===== src/rtl/core/bbifp_pkg.sv =====
// Shared constants, types and helpers for the basic-info frame parser.
package bbifp_pkg;

  // Frame store geometry
  localparam int STORE_DEPTH = 64;
  localparam int ADDR_W      = $clog2(STORE_DEPTH);
  localparam int FILL_W      = $clog2(STORE_DEPTH + 1);

  // Frame framing bytes and layout
  localparam logic [7:0] END_MARK = 8'h77;
  localparam logic [7:0] HEAD0    = 8'hDD;
  localparam logic [7:0] HEAD1    = 8'h03;
  localparam int MIN_LEN          = 26;
  localparam int NTC_BASE         = 27;
  localparam logic NTC_BASE_LSB   = 1'(NTC_BASE % 2);
  localparam int CHG_BIT          = 0;
  localparam int DSG_BIT          = 1;

  // Shared multiply-add unit widths
  localparam int OP_W  = 17;
  localparam int RES_W = 32;

  // Temperature conversion: raw (0.1 K) * 10 - 27315 -> 0.01 C
  localparam int TEMP_W      = 21;
  localparam int TEMP_SCALE  = 10;
  localparam int TEMP_OFFSET = -27315;
  localparam int TEMP_FLOOR  = -5000;

  // Sequencer states
  typedef enum logic [2:0] {
    ST_IDLE,
    ST_FIX,
    ST_CAP,
    ST_NTC,
    ST_WAIT,
    ST_PWR,
    ST_PWRW
  } state_e;

  // Fixed header bytes fetched at frame end, in fetch order
  typedef enum logic [3:0] {
    FX_HEAD0,
    FX_HEAD1,
    FX_VOLT_HI,
    FX_VOLT_LO,
    FX_CUR_HI,
    FX_CUR_LO,
    FX_CAPA_HI,
    FX_CAPA_LO,
    FX_CYC_HI,
    FX_CYC_LO,
    FX_SOC,
    FX_MOS,
    FX_NTC_CNT
  } fix_idx_e;

  // What the store read returning this cycle carries
  typedef enum logic [1:0] {
    RD_NONE,
    RD_FIX,
    RD_NTC_HI,
    RD_NTC_LO
  } rd_kind_e;

  // What the shared unit result carries
  typedef enum logic [1:0] {
    AK_NONE,
    AK_TEMP,
    AK_PWR
  } alu_kind_e;

  // Store address of each fixed byte
  function automatic logic [ADDR_W-1:0] fix_addr(fix_idx_e idx);
    logic [ADDR_W-1:0] a;
    unique case (idx)
      FX_HEAD0:   a = ADDR_W'(0);
      FX_HEAD1:   a = ADDR_W'(1);
      FX_VOLT_HI: a = ADDR_W'(4);
      FX_VOLT_LO: a = ADDR_W'(5);
      FX_CUR_HI:  a = ADDR_W'(6);
      FX_CUR_LO:  a = ADDR_W'(7);
      FX_CAPA_HI: a = ADDR_W'(8);
      FX_CAPA_LO: a = ADDR_W'(9);
      FX_CYC_HI:  a = ADDR_W'(12);
      FX_CYC_LO:  a = ADDR_W'(13);
      FX_SOC:     a = ADDR_W'(23);
      FX_MOS:     a = ADDR_W'(24);
      FX_NTC_CNT: a = ADDR_W'(26);
      default:    a = '0;
    endcase
    return a;
  endfunction

endpackage


===== src/rtl/core/bbifp_ram.sv =====
// Generic single-write, single-read RAM with registered read data.
module bbifp_ram #(
  parameter int WIDTH = 8,
  parameter int DEPTH = 64
) (
  input  logic                     clk_i,
  input  logic                     we_i,
  input  logic [$clog2(DEPTH)-1:0] waddr_i,
  input  logic [WIDTH-1:0]         wdata_i,
  input  logic                     re_i,
  input  logic [$clog2(DEPTH)-1:0] raddr_i,
  output logic [WIDTH-1:0]         rdata_o
);

  logic [WIDTH-1:0] mem_q [DEPTH];
  logic [WIDTH-1:0] rdata_q;

  // Write port
  always_ff @(posedge clk_i) begin
    if (we_i) begin
      mem_q[waddr_i] <= wdata_i;
    end
  end

  // Registered read port
  always_ff @(posedge clk_i) begin
    if (re_i) begin
      rdata_q <= mem_q[raddr_i];
    end
  end

  assign rdata_o = rdata_q;

endmodule


===== src/rtl/core/bbifp_alu.sv =====
// Shared signed multiply-add unit with registered result.
module bbifp_alu (
  input  logic                                 clk_i,
  input  logic                                 en_i,
  input  logic signed [bbifp_pkg::OP_W-1:0]    a_i,
  input  logic signed [bbifp_pkg::OP_W-1:0]    b_i,
  input  logic signed [bbifp_pkg::RES_W-1:0]   c_i,
  output logic signed [bbifp_pkg::RES_W-1:0]   res_o
);
  import bbifp_pkg::*;

  logic signed [2*OP_W-1:0] prod_w;
  logic signed [2*OP_W-1:0] sum_w;
  logic signed [RES_W-1:0]  res_q;

  // a * b + c, kept to the result width
  assign prod_w = a_i * b_i;
  assign sum_w  = prod_w + $signed({{(2*OP_W-RES_W){c_i[RES_W-1]}}, c_i});

  always_ff @(posedge clk_i) begin
    if (en_i) begin
      res_q <= sum_w[RES_W-1:0];
    end
  end

  assign res_o = res_q;

endmodule


===== src/rtl/core/bms_basic_info_frame_parser.sv =====
// Top level of the battery-management basic-info frame parser.
//
// Input channel: one response byte per transfer (data_byte_i, chunk_end_i),
// in_valid_i / in_stall_o. Output channel: one decoded status record per
// frame, out_valid_o / out_stall_i. While no frame is being decoded, ordinary
// bytes are taken one per cycle and written to a 64-byte frame store.
// A transfer with chunk_end_i set on byte 0x77 closes the frame. The
// sequencer then reads 13 fixed bytes from the store (one read per cycle),
// walks the thermistor words (two reads per word) through the shared
// multiply-add unit, and finally forms pack power on the same unit. The
// thermistor count N is capped to the words the store holds; when N is 0 the
// walk is skipped, and a rejected frame reports as soon as the count byte is
// read, without the walk or power step. Input is stalled while a frame is
// being decoded; the steps share the store read port and the single unit.
// When the receiver stalls, the result is held in the output register;
// ordinary bytes are still taken, but a closing byte waits until the
// pending result is transferred.
// Reset clears the fill count and drops any pending result; the store
// contents are left as they are.
module bms_basic_info_frame_parser (
  input  logic               clk_i,
  input  logic               rst_ni,
  input  logic               in_valid_i,
  output logic               in_stall_o,
  input  logic [7:0]         data_byte_i,
  input  logic               chunk_end_i,
  output logic               out_valid_o,
  input  logic               out_stall_i,
  output logic               frame_status_o,
  output logic [15:0]        voltage_centivolts_o,
  output logic signed [15:0] current_centiamps_o,
  output logic [15:0]        capacity_centiamphours_o,
  output logic [15:0]        cycle_total_o,
  output logic [7:0]         charge_percent_o,
  output logic               charge_switch_on_o,
  output logic               discharge_switch_on_o,
  output logic signed [31:0] power_units_o,
  output logic signed [20:0] peak_temp_centicelsius_o
);
  import bbifp_pkg::*;

  localparam logic signed [TEMP_W-1:0] TEMP_FLOOR_V = TEMP_W'(TEMP_FLOOR);

  state_e               state_q, state_d;
  fix_idx_e             idx_q, idx_d;
  logic [FILL_W-1:0]    fill_q, fill_d;
  logic [FILL_W-1:0]    ptr_q, ptr_d;
  logic [FILL_W-1:0]    ntc_end_q, ntc_end_d;
  logic                 out_valid_q, out_valid_d;
  logic                 status_q, status_d;
  rd_kind_e             rd_kind_q, rd_kind_d;
  fix_idx_e             rd_idx_q;
  alu_kind_e            alu_kind_q, alu_kind_d;
  logic                 any_q;
  logic signed [TEMP_W-1:0] peak_q;

  logic [7:0]  head0_q, head1_q, soc_q, ntc_hi_q;
  logic [15:0] volt_q, capa_q, cyc_q;
  logic [15:0] cur_q;
  logic [1:0]  mos_q;
  logic signed [RES_W-1:0] pwr_q;

  logic              in_acc;
  logic              end_byte;
  logic              store_we;
  logic              rd_en;
  logic [ADDR_W-1:0] rd_addr;
  logic [7:0]        rd_data;
  logic              frame_ok;
  logic [FILL_W-1:0] cap_w;
  logic [7:0]        cnt_w;

  logic                    alu_en;
  logic signed [OP_W-1:0]  alu_a, alu_b;
  logic signed [RES_W-1:0] alu_c;
  logic signed [RES_W-1:0] alu_res;
  logic signed [TEMP_W-1:0] temp_w;
  logic                    temp_ok;

  // Input handshake
  assign end_byte   = chunk_end_i && (data_byte_i == END_MARK);
  assign in_stall_o = (state_q != ST_IDLE) || (out_valid_q && end_byte);
  assign in_acc     = in_valid_i && !in_stall_o;
  assign store_we   = in_acc && (fill_q < FILL_W'(STORE_DEPTH));

  // Frame store
  bbifp_ram #(
    .WIDTH(8),
    .DEPTH(STORE_DEPTH)
  ) u_store (
    .clk_i  (clk_i),
    .we_i   (store_we),
    .waddr_i(fill_q[ADDR_W-1:0]),
    .wdata_i(data_byte_i),
    .re_i   (rd_en),
    .raddr_i(rd_addr),
    .rdata_o(rd_data)
  );

  // Header check and capped thermistor count, used when the count byte returns
  assign frame_ok = (fill_q > FILL_W'(MIN_LEN)) && (head0_q == HEAD0) && (head1_q == HEAD1);
  assign cap_w    = (fill_q > FILL_W'(NTC_BASE)) ?
                    ((fill_q - FILL_W'(NTC_BASE)) >> 1) : '0;
  assign cnt_w    = (rd_data > 8'(cap_w)) ? 8'(cap_w) : rd_data;

  // Sequencer: next state, store reads, fill count, result flag
  always_comb begin
    state_d     = state_q;
    idx_d       = idx_q;
    ptr_d       = ptr_q;
    ntc_end_d   = ntc_end_q;
    status_d    = status_q;
    rd_en       = 1'b0;
    rd_addr     = '0;
    rd_kind_d   = RD_NONE;
    fill_d      = fill_q;
    out_valid_d = out_valid_q && out_stall_i;

    if (store_we) begin
      fill_d = fill_q + FILL_W'(1);
    end

    unique case (state_q)
      ST_IDLE: begin
        if (in_acc && end_byte) begin
          state_d = ST_FIX;
          idx_d   = FX_HEAD0;
        end
      end
      ST_FIX: begin
        rd_en     = 1'b1;
        rd_addr   = fix_addr(idx_q);
        rd_kind_d = RD_FIX;
        if (idx_q == FX_NTC_CNT) begin
          state_d = ST_CAP;
        end else begin
          idx_d = fix_idx_e'(idx_q + 4'd1);
        end
      end
      ST_CAP: begin
        ptr_d     = FILL_W'(NTC_BASE);
        ntc_end_d = FILL_W'(NTC_BASE) + FILL_W'({cnt_w, 1'b0});
        if (!frame_ok) begin
          status_d    = 1'b1;
          out_valid_d = 1'b1;
          fill_d      = '0;
          state_d     = ST_IDLE;
        end else if (cnt_w == 8'd0) begin
          status_d = 1'b0;
          state_d  = ST_PWR;
        end else begin
          status_d = 1'b0;
          state_d  = ST_NTC;
        end
      end
      ST_NTC: begin
        rd_en     = 1'b1;
        rd_addr   = ptr_q[ADDR_W-1:0];
        rd_kind_d = (ptr_q[0] == NTC_BASE_LSB) ? RD_NTC_HI : RD_NTC_LO;
        ptr_d     = ptr_q + FILL_W'(1);
        if (ptr_d == ntc_end_q) begin
          state_d = ST_WAIT;
        end
      end
      ST_WAIT: begin
        state_d = ST_PWR;
      end
      ST_PWR: begin
        state_d = ST_PWRW;
      end
      ST_PWRW: begin
        out_valid_d = 1'b1;
        fill_d      = '0;
        state_d     = ST_IDLE;
      end
      default: begin
        state_d = ST_IDLE;
      end
    endcase
  end

  // Shared unit operand select: thermistor scaling or pack power
  always_comb begin
    alu_en     = 1'b0;
    alu_kind_d = AK_NONE;
    alu_a      = '0;
    alu_b      = '0;
    alu_c      = '0;
    priority if (rd_kind_q == RD_NTC_LO) begin
      alu_en     = 1'b1;
      alu_kind_d = AK_TEMP;
      alu_a      = $signed({1'b0, ntc_hi_q, rd_data});
      alu_b      = OP_W'(TEMP_SCALE);
      alu_c      = RES_W'(TEMP_OFFSET);
    end else if (state_q == ST_PWR) begin
      alu_en     = 1'b1;
      alu_kind_d = AK_PWR;
      alu_a      = $signed({1'b0, volt_q});
      alu_b      = $signed({cur_q[15], cur_q});
      alu_c      = '0;
    end
  end

  bbifp_alu u_alu (
    .clk_i(clk_i),
    .en_i (alu_en),
    .a_i  (alu_a),
    .b_i  (alu_b),
    .c_i  (alu_c),
    .res_o(alu_res)
  );

  assign temp_w = $signed(alu_res[TEMP_W-1:0]);

  // Control registers
  always_ff @(posedge clk_i or negedge rst_ni) begin
    if (!rst_ni) begin
      state_q     <= ST_IDLE;
      idx_q       <= FX_HEAD0;
      fill_q      <= '0;
      ptr_q       <= '0;
      ntc_end_q   <= '0;
      out_valid_q <= 1'b0;
      status_q    <= 1'b0;
      rd_kind_q   <= RD_NONE;
      rd_idx_q    <= FX_HEAD0;
      alu_kind_q  <= AK_NONE;
      any_q       <= 1'b0;
      peak_q      <= '0;
    end else begin
      state_q     <= state_d;
      idx_q       <= idx_d;
      fill_q      <= fill_d;
      ptr_q       <= ptr_d;
      ntc_end_q   <= ntc_end_d;
      out_valid_q <= out_valid_d;
      status_q    <= status_d;
      rd_kind_q   <= rd_kind_d;
      rd_idx_q    <= idx_q;
      alu_kind_q  <= alu_kind_d;
      // running maximum of converted thermistor readings
      if (state_q == ST_CAP) begin
        any_q <= 1'b0;
      end else if ((alu_kind_q == AK_TEMP) && (!any_q || (temp_w > peak_q))) begin
        any_q  <= 1'b1;
        peak_q <= temp_w;
      end
    end
  end

  // Captured frame fields
  always_ff @(posedge clk_i) begin
    if (rd_kind_q == RD_FIX) begin
      unique case (rd_idx_q)
        FX_HEAD0:   head0_q       <= rd_data;
        FX_HEAD1:   head1_q       <= rd_data;
        FX_VOLT_HI: volt_q[15:8]  <= rd_data;
        FX_VOLT_LO: volt_q[7:0]   <= rd_data;
        FX_CUR_HI:  cur_q[15:8]   <= rd_data;
        FX_CUR_LO:  cur_q[7:0]    <= rd_data;
        FX_CAPA_HI: capa_q[15:8]  <= rd_data;
        FX_CAPA_LO: capa_q[7:0]   <= rd_data;
        FX_CYC_HI:  cyc_q[15:8]   <= rd_data;
        FX_CYC_LO:  cyc_q[7:0]    <= rd_data;
        FX_SOC:     soc_q         <= rd_data;
        FX_MOS:     mos_q         <= rd_data[1:0];
        default:    ;
      endcase
    end
    if (rd_kind_q == RD_NTC_HI) begin
      ntc_hi_q <= rd_data;
    end
    if (alu_kind_q == AK_PWR) begin
      pwr_q <= alu_res;
    end
  end

  // Result fields; a rejected frame reports zeros
  assign temp_ok                  = any_q && (peak_q > TEMP_FLOOR_V);
  assign out_valid_o              = out_valid_q;
  assign frame_status_o           = status_q;
  assign voltage_centivolts_o     = status_q ? '0 : volt_q;
  assign current_centiamps_o      = status_q ? '0 : $signed(cur_q);
  assign capacity_centiamphours_o = status_q ? '0 : capa_q;
  assign cycle_total_o            = status_q ? '0 : cyc_q;
  assign charge_percent_o         = status_q ? '0 : soc_q;
  assign charge_switch_on_o       = !status_q && mos_q[CHG_BIT];
  assign discharge_switch_on_o    = !status_q && mos_q[DSG_BIT];
  assign power_units_o            = status_q ? '0 : pwr_q;
  assign peak_temp_centicelsius_o = (status_q || !temp_ok) ? '0 : peak_q;

`ifndef SYNTH
  // Fill count never runs past the store
  a_fill_bound: assert property (@(posedge clk_i) disable iff (!rst_ni)
    fill_q <= FILL_W'(STORE_DEPTH))
    else $error("fill count beyond store depth");

  // A closing byte always starts the header fetch
  a_frame_start: assert property (@(posedge clk_i) disable iff (!rst_ni)
    (in_acc && end_byte) |=> (state_q == ST_FIX))
    else $error("frame end did not start decode");

  // A result appears only at the end of a decode
  a_result_src: assert property (@(posedge clk_i) disable iff (!rst_ni)
    $rose(out_valid_q) |-> (($past(state_q) == ST_CAP) || ($past(state_q) == ST_PWRW)))
    else $error("result raised outside decode end");

  // A rejected frame carries zero payload
  a_reject_zero: assert property (@(posedge clk_i) disable iff (!rst_ni)
    (out_valid_o && frame_status_o) |->
      ((voltage_centivolts_o == '0) && (power_units_o == '0) &&
       (peak_temp_centicelsius_o == '0)))
    else $error("rejected frame with nonzero fields");
`endif

endmodule

===== config.mk =====
export PLATFORM = sky130hd
export DESIGN_NAME = bms_basic_info_frame_parser
export DESIGN_NICKNAME = d
export VERILOG_FILES = /design/src/rtl/core/bbifp_pkg.sv /design/src/rtl/core/bbifp_ram.sv /design/src/rtl/core/bbifp_alu.sv /design/src/rtl/core/bms_basic_info_frame_parser.sv
export SDC_FILE = /design/constraint.sdc
export NUM_CORES = 2
export LEC_CHECK = 0
export CAP_MARGIN = 10
export CORE_ASPECT_RATIO = 1.1
export CORE_UTILIZATION = 58
export CTS_CLUSTER_DIAMETER = 60
export DETAILED_ROUTE_END_ITERATION = 12
export DONT_BUFFER_PORTS = 1
export GPL_ROUTABILITY_DRIVEN = 0
export PLACE_DENSITY = 0.86
export SLEW_MARGIN = 30
export SYNTH_ARGS = -nofsm -noshare
export SYNTH_HDL_FRONTEND = slang
export SYNTH_SLANG_ARGS = --single-unit

===== constraint.sdc =====
create_clock -name clk_i -period 7.4 [get_ports clk_i]
set_input_delay 1.85 -clock clk_i [delete_from_list [all_inputs] [get_ports clk_i]]
set_output_delay 1.85 -clock clk_i [all_outputs]
set_load 0.005 [all_outputs]

==> impl_results.rst <==
.. list-table::
   :header-rows: 1

   * - Metric
     - Value
   * - DRC viols
     - 0
   * - Result of the run
     - completed
   * - Post-route antenna net violation count
     - 0
   * - Fin nets
     - 3938
   * - Worst min path class
     - reg -> reg
   * - Effective utilization at floorplan
     - 58.8%
   * - Core utilization of the finished layout
     - 64.2%
   * - Switching power share of the total
     - 27.2%
   * - Average cell area after synthesis
     - 11.5 µm²
   * - Area of the core
     - 69300 µm²
   * - Num Clock Sinks
     - 742
   * - Post-route total power
     - 10.1 mW
   * - Pre-CTS worst setup slack
     - 0.0772 ns
   * - Adder and majority cell fraction of the synthesized area
     - 16.2%
   * - Category of the worst setup path capture point
     - flop
   * - Die Width
     - 255 µm
   * - Predominant post-synthesis flop cell
     - sky130_fd_sc_hd__edfxtp_1
   * - Post-CTS setup buffer count
     - 0
   * - Total iterations of the first detailed-routing run
     - 8
   * - Synthesized-area fraction occupied by and/or/nand/nor cells
     - 15.2%
   * - Maximum number of pins on one net before global-route repair
     - 175
   * - Library cell with the largest summed area after synthesis
     - sky130_fd_sc_hd__edfxtp_1
   * - Async S/R FF share, synth
     - 8.09%
   * - Post-layout instance area
     - 44400 µm²
   * - Worst setup slack after layout
     - 0.203 ns
   * - Vias post-DR
     - 28400
   * - Area Growth Syn to Fin
     - 9.03%
   * - Cell Rows
     - 101
   * - Final hold viol count
     - 0
   * - Initial antenna violation count
     - 2
   * - Maximum fanout along the worst path
     - 51
   * - Multiplexer share of the synthesized area
     - 1.38%
   * - Warning count from the yosys run
     - 0
   * - FILL cells
     - 4777
   * - Global-route wire length before repair
     - 160 mm
   * - I/O pin cnt
     - 143
   * - Combinational group share of total power
     - 13.1%
   * - Xor-xnor portion of the synthesized cell area
     - 1.18%
   * - Via density per instance
     - 6.28
   * - WS Path Type
     - reg -> reg
   * - Setup crit start kind
     - flop
   * - Overflow after GRT
     - 0
   * - CTS H-tree depth
     - 3
   * - Deepest clock path buffer count
     - 3
   * - R2r startpoint
     - rd_kind_q[0]$_DFF_PN0_
   * - Sequential share of power
     - 48.4%
   * - Die outline height
     - 280 µm
   * - Achievable clock frequency
     - 0.139 GHz
   * - Clock network fraction of total power
     - 38.4%
   * - Number of distinct standard cells referenced by the synthesized netlist
     - 77
   * - FF+latch count, synth
     - 742
   * - Combined area of all synthesized cells
     - 40700 µm²
   * - Hold path startpoint
     - u_alu.res_o[25]$_DFFE_PP_
   * - Clock Latency Late Sink
     - 0.65 ns
   * - Peak supply drop
     - 285 µV
   * - Combinational family with the most area after synthesis
     - adder cells
   * - Clk pin slew, worst setup/hold paths
     - 0.06 ns
   * - Vias in the first global route
     - 28600
   * - Placed instance area
     - 41800 µm²
   * - Routed wirelength normalized by instance count
     - 23.2 µm
   * - Clock root cell
     - sky130_fd_sc_hd__clkbuf_16
   * - Period Utilization, post-route
     - 97.3%
   * - Final Slew Violations
     - 0
   * - Final setup violation count
     - 0
   * - Minimum clock period
     - 7.20 ns
   * - MaxCap Viol Count
     - 0
   * - Leakage Power
     - 17.2 nW
   * - Setup Skew
     - 0.0613 ns
   * - Part of the Yosys area used for sequential elements
     - 53.9%
   * - Layout cell share with drive strength beyond 1
     - 7.18%
   * - Share of Yosys cell area claimed by the top area cell type
     - 50.3%
   * - Post-detailed-placement half-perimeter wirelength
     - 69.6 mm
   * - Compound-Gate Fraction of Synth Area
     - 6.75%
   * - Die area
     - 71300 µm²
   * - Buffers on Ports
     - 0
   * - Initial DRC Count
     - 3547
   * - Mapped Nets
     - 3959
   * - Least-Margin Pin Slew
     - 0.994 ns
   * - Endpoint arrival time on the critical path
     - 7.59 ns
   * - Sum of routed wire length over all layers
     - 105 mm
   * - CTS tree
     - yes
   * - P_sw
     - 2.74 mW
   * - Number of buffers created by CTS
     - 74
   * - GRT Resource Usage Total
     - 29.7%
   * - Worst EP required
     - 7.79 ns
   * - Power per unit of standard cell area
     - 227 nW/µm²
   * - Beginning of the critical path
     - rd_kind_q[0]$_DFF_PN0_
   * - Number of enable flip-flop cells after synthesis
     - 682
   * - Headroom to the max-slew limit
     - 33.5%
   * - Dominant cells by area after synthesis
     - sky130_fd_sc_hd__edfxtp_1 50%, sky130_fd_sc_hd__fa_1 11%, sky130_fd_sc_hd__nand2_1 5.2%, sky130_fd_sc_hd__ha_1 5.1%, sky130_fd_sc_hd__dfrtp_1 3.7%
   * - Post-Syn Instances
     - 3555
   * - Total internal power
     - 7.33 mW
## placed cells by master, fill, tap and decap left out, types with 24 or more instances in the layout
master                      instances
sky130_fd_sc_hd__nor2_1           305
sky130_fd_sc_hd__mux2_2            24
sky130_fd_sc_hd__dfrtp_1           59
sky130_fd_sc_hd__mux2i_1           28
sky130_fd_sc_hd__a21oi_1           42
sky130_fd_sc_hd__o21ai_0           50
sky130_fd_sc_hd__xnor2_1           37
sky130_fd_sc_hd__inv_1            361
sky130_fd_sc_hd__nand3_1          165
sky130_fd_sc_hd__a31oi_1          116
sky130_fd_sc_hd__and3_1            62
sky130_fd_sc_hd__a211oi_1          68
sky130_fd_sc_hd__clkbuf_16         75
sky130_fd_sc_hd__ha_1             165
sky130_fd_sc_hd__nand2_1          555
sky130_fd_sc_hd__nor2b_1          116
sky130_fd_sc_hd__and2_1            38
sky130_fd_sc_hd__edfxtp_1         682
sky130_fd_sc_hd__buf_4             78
sky130_fd_sc_hd__fa_1             226
sky130_fd_sc_hd__o211ai_1          38
## layer usage
metal	global-route usage [%]	part of all wire (%)	routed length [µm]	up-vias
li1	-	-	-	12200
met1	35.2	33	35000	13600
met2	49.1	48	50900	2122
met3	6.97	12	12400	458
met4	18.5	6.4	6730	4
met5	0	0.029	30	-
## metrics by stage
stage	TNS (ns)	cells	hold WS (ns)
4_1_cts	0	4520	0.418
5_1_grt	-0.0118	4520	0.426
6_report	0	4521	0.417
3_5_place_dp	0	4385	0.405
2_1_floorplan	0	3555	0.349
3_3_place_gp	0	4384	0.403
## final timing paths
check / end / slack, ns / depth (start not counted)
setup / recovery: u_alu.res_o[27]$_DFFE_PP_ / 0.20 / 24
hold / removal: pwr_q[25]$_DFFE_PN_ / 0.42 / 0
setup reg to reg: u_alu.res_o[27]$_DFFE_PP_ / 0.20 / 24
hold reg to reg: pwr_q[25]$_DFFE_PN_ / 0.42 / 0
max in group asynchronous: frame_status_o$_DFFE_PN0P_ / 6.34 / 0
min in group asynchronous: out_valid_o$_DFF_PN0_ / 0.90 / 0
## synth_stat cells (7+ instances only)
master / number
sky130_fd_sc_hd__nand2_1: 561
sky130_fd_sc_hd__o32a_1: 7
sky130_fd_sc_hd__buf_2: 43
sky130_fd_sc_hd__nand3_1: 165
sky130_fd_sc_hd__clkbuf_1: 110
sky130_fd_sc_hd__nor2b_1: 117
sky130_fd_sc_hd__ha_1: 165
sky130_fd_sc_hd__and2_1: 41
sky130_fd_sc_hd__mux2i_1: 29
sky130_fd_sc_hd__a211oi_1: 68
sky130_fd_sc_hd__buf_1: 8
sky130_fd_sc_hd__and3_1: 62
sky130_fd_sc_hd__fa_1: 226
sky130_fd_sc_hd__edfxtp_1: 682
sky130_fd_sc_hd__buf_6: 7
sky130_fd_sc_hd__nor3_1: 21
sky130_fd_sc_hd__nand2b_1: 15
sky130_fd_sc_hd__mux2_2: 24
sky130_fd_sc_hd__a22o_1: 9
sky130_fd_sc_hd__o211ai_1: 38
sky130_fd_sc_hd__o21a_1: 7
sky130_fd_sc_hd__a31oi_1: 116
sky130_fd_sc_hd__nand3b_1: 9
sky130_fd_sc_hd__a21o_1: 13
sky130_fd_sc_hd__a22oi_1: 22
sky130_fd_sc_hd__nor2_1: 308
sky130_fd_sc_hd__o21ai_0: 52
sky130_fd_sc_hd__buf_4: 9
sky130_fd_sc_hd__xor2_1: 18
sky130_fd_sc_hd__xnor2_1: 37
sky130_fd_sc_hd__inv_1: 361
sky130_fd_sc_hd__dfrtp_1: 60
sky130_fd_sc_hd__nand4_1: 16
sky130_fd_sc_hd__or3_1: 13
sky130_fd_sc_hd__a21oi_1: 44
## power by group through the flow
stage                     Combinational, mW  Sequential, mW  Clock, mW
after floorplan                       0.904            4.89          0
after global placement                 1.22            4.95          0
after detailed placement               1.26            4.95          0
after CTS                              1.27            4.87       3.88
after global routing                   1.40            4.88       4.05
final                                  1.32            4.88       3.87
## kinds of logic after synthesis
group,after synthesis
AOI/OAI and AO/OA,408
DFF,742
adders and majority gates,391
muxes,53
and+or+nand+nor,1361
xor gates and xnor gates,55
buffers and inverters,545
## layout make-up
class,count,area (µm²),area share (%)
multi-input cells,2268,16700,37.6
clock buffers,92,1930,4.34
diodes,1,2.50,0.00563
flip-flops and latches,742,22000,49.5
well taps,927,1160,2.61
repair buffers,84,709,1.60
clock inverters,43,584,1.32
inverters,364,1370,3.08
## state kept, by name, summed over array words and instances, names as in the netlist, 2 cells and up
register         cells
u_store.mem_q      512
pwr_q               32
u_alu.res_o         32
peak_q              21
capa_q              16
cur_q               16
cyc_q               16
volt_q              16
head0_q              8
head1_q              8
ntc_hi_q             8
soc_q                8
u_store.rdata_o      8
fill_q               7
ntc_end_q            7
ptr_q                7
idx_q                4
rd_idx_q             4
state_q              3
alu_kind_q           2
mos_q                2
rd_kind_q            2
## worst max-delay path: stages (launching register included)
cell                        delay (ns)
sky130_fd_sc_hd__dfrtp_1          0.40
sky130_fd_sc_hd__nand2_2          0.11
sky130_fd_sc_hd__inv_1            0.09
sky130_fd_sc_hd__nor3_2           0.22
sky130_fd_sc_hd__clkbuf_16        0.29
sky130_fd_sc_hd__and2_2           0.25
sky130_fd_sc_hd__buf_4            0.18
sky130_fd_sc_hd__nand2_1          0.08
sky130_fd_sc_hd__fa_1             0.52
sky130_fd_sc_hd__inv_1            0.05
sky130_fd_sc_hd__fa_1             0.50
sky130_fd_sc_hd__fa_1             0.57
sky130_fd_sc_hd__fa_1             0.44
sky130_fd_sc_hd__fa_1             0.49
sky130_fd_sc_hd__inv_1            0.05
sky130_fd_sc_hd__fa_1             0.48
sky130_fd_sc_hd__inv_1            0.05
sky130_fd_sc_hd__ha_1             0.36
sky130_fd_sc_hd__a21oi_1          0.20
sky130_fd_sc_hd__nand2_1          0.08
sky130_fd_sc_hd__a221o_1          0.36
sky130_fd_sc_hd__a41o_1           0.31
sky130_fd_sc_hd__a21boi_1         0.24
sky130_fd_sc_hd__o21ai_0          0.22
sky130_fd_sc_hd__o311ai_1         0.38
## what timing repair did
item / 4_1_cts / 5_1_grt
endpoints found under the hold margin: 0 / 0
hold buffers: 0 / 0
gates cloned: 0 / 0
endpoints found under the setup margin: 2 / 7
gates resized for setup: 1 / 21
No activity file was read; power rests on OpenSTA's default activity.
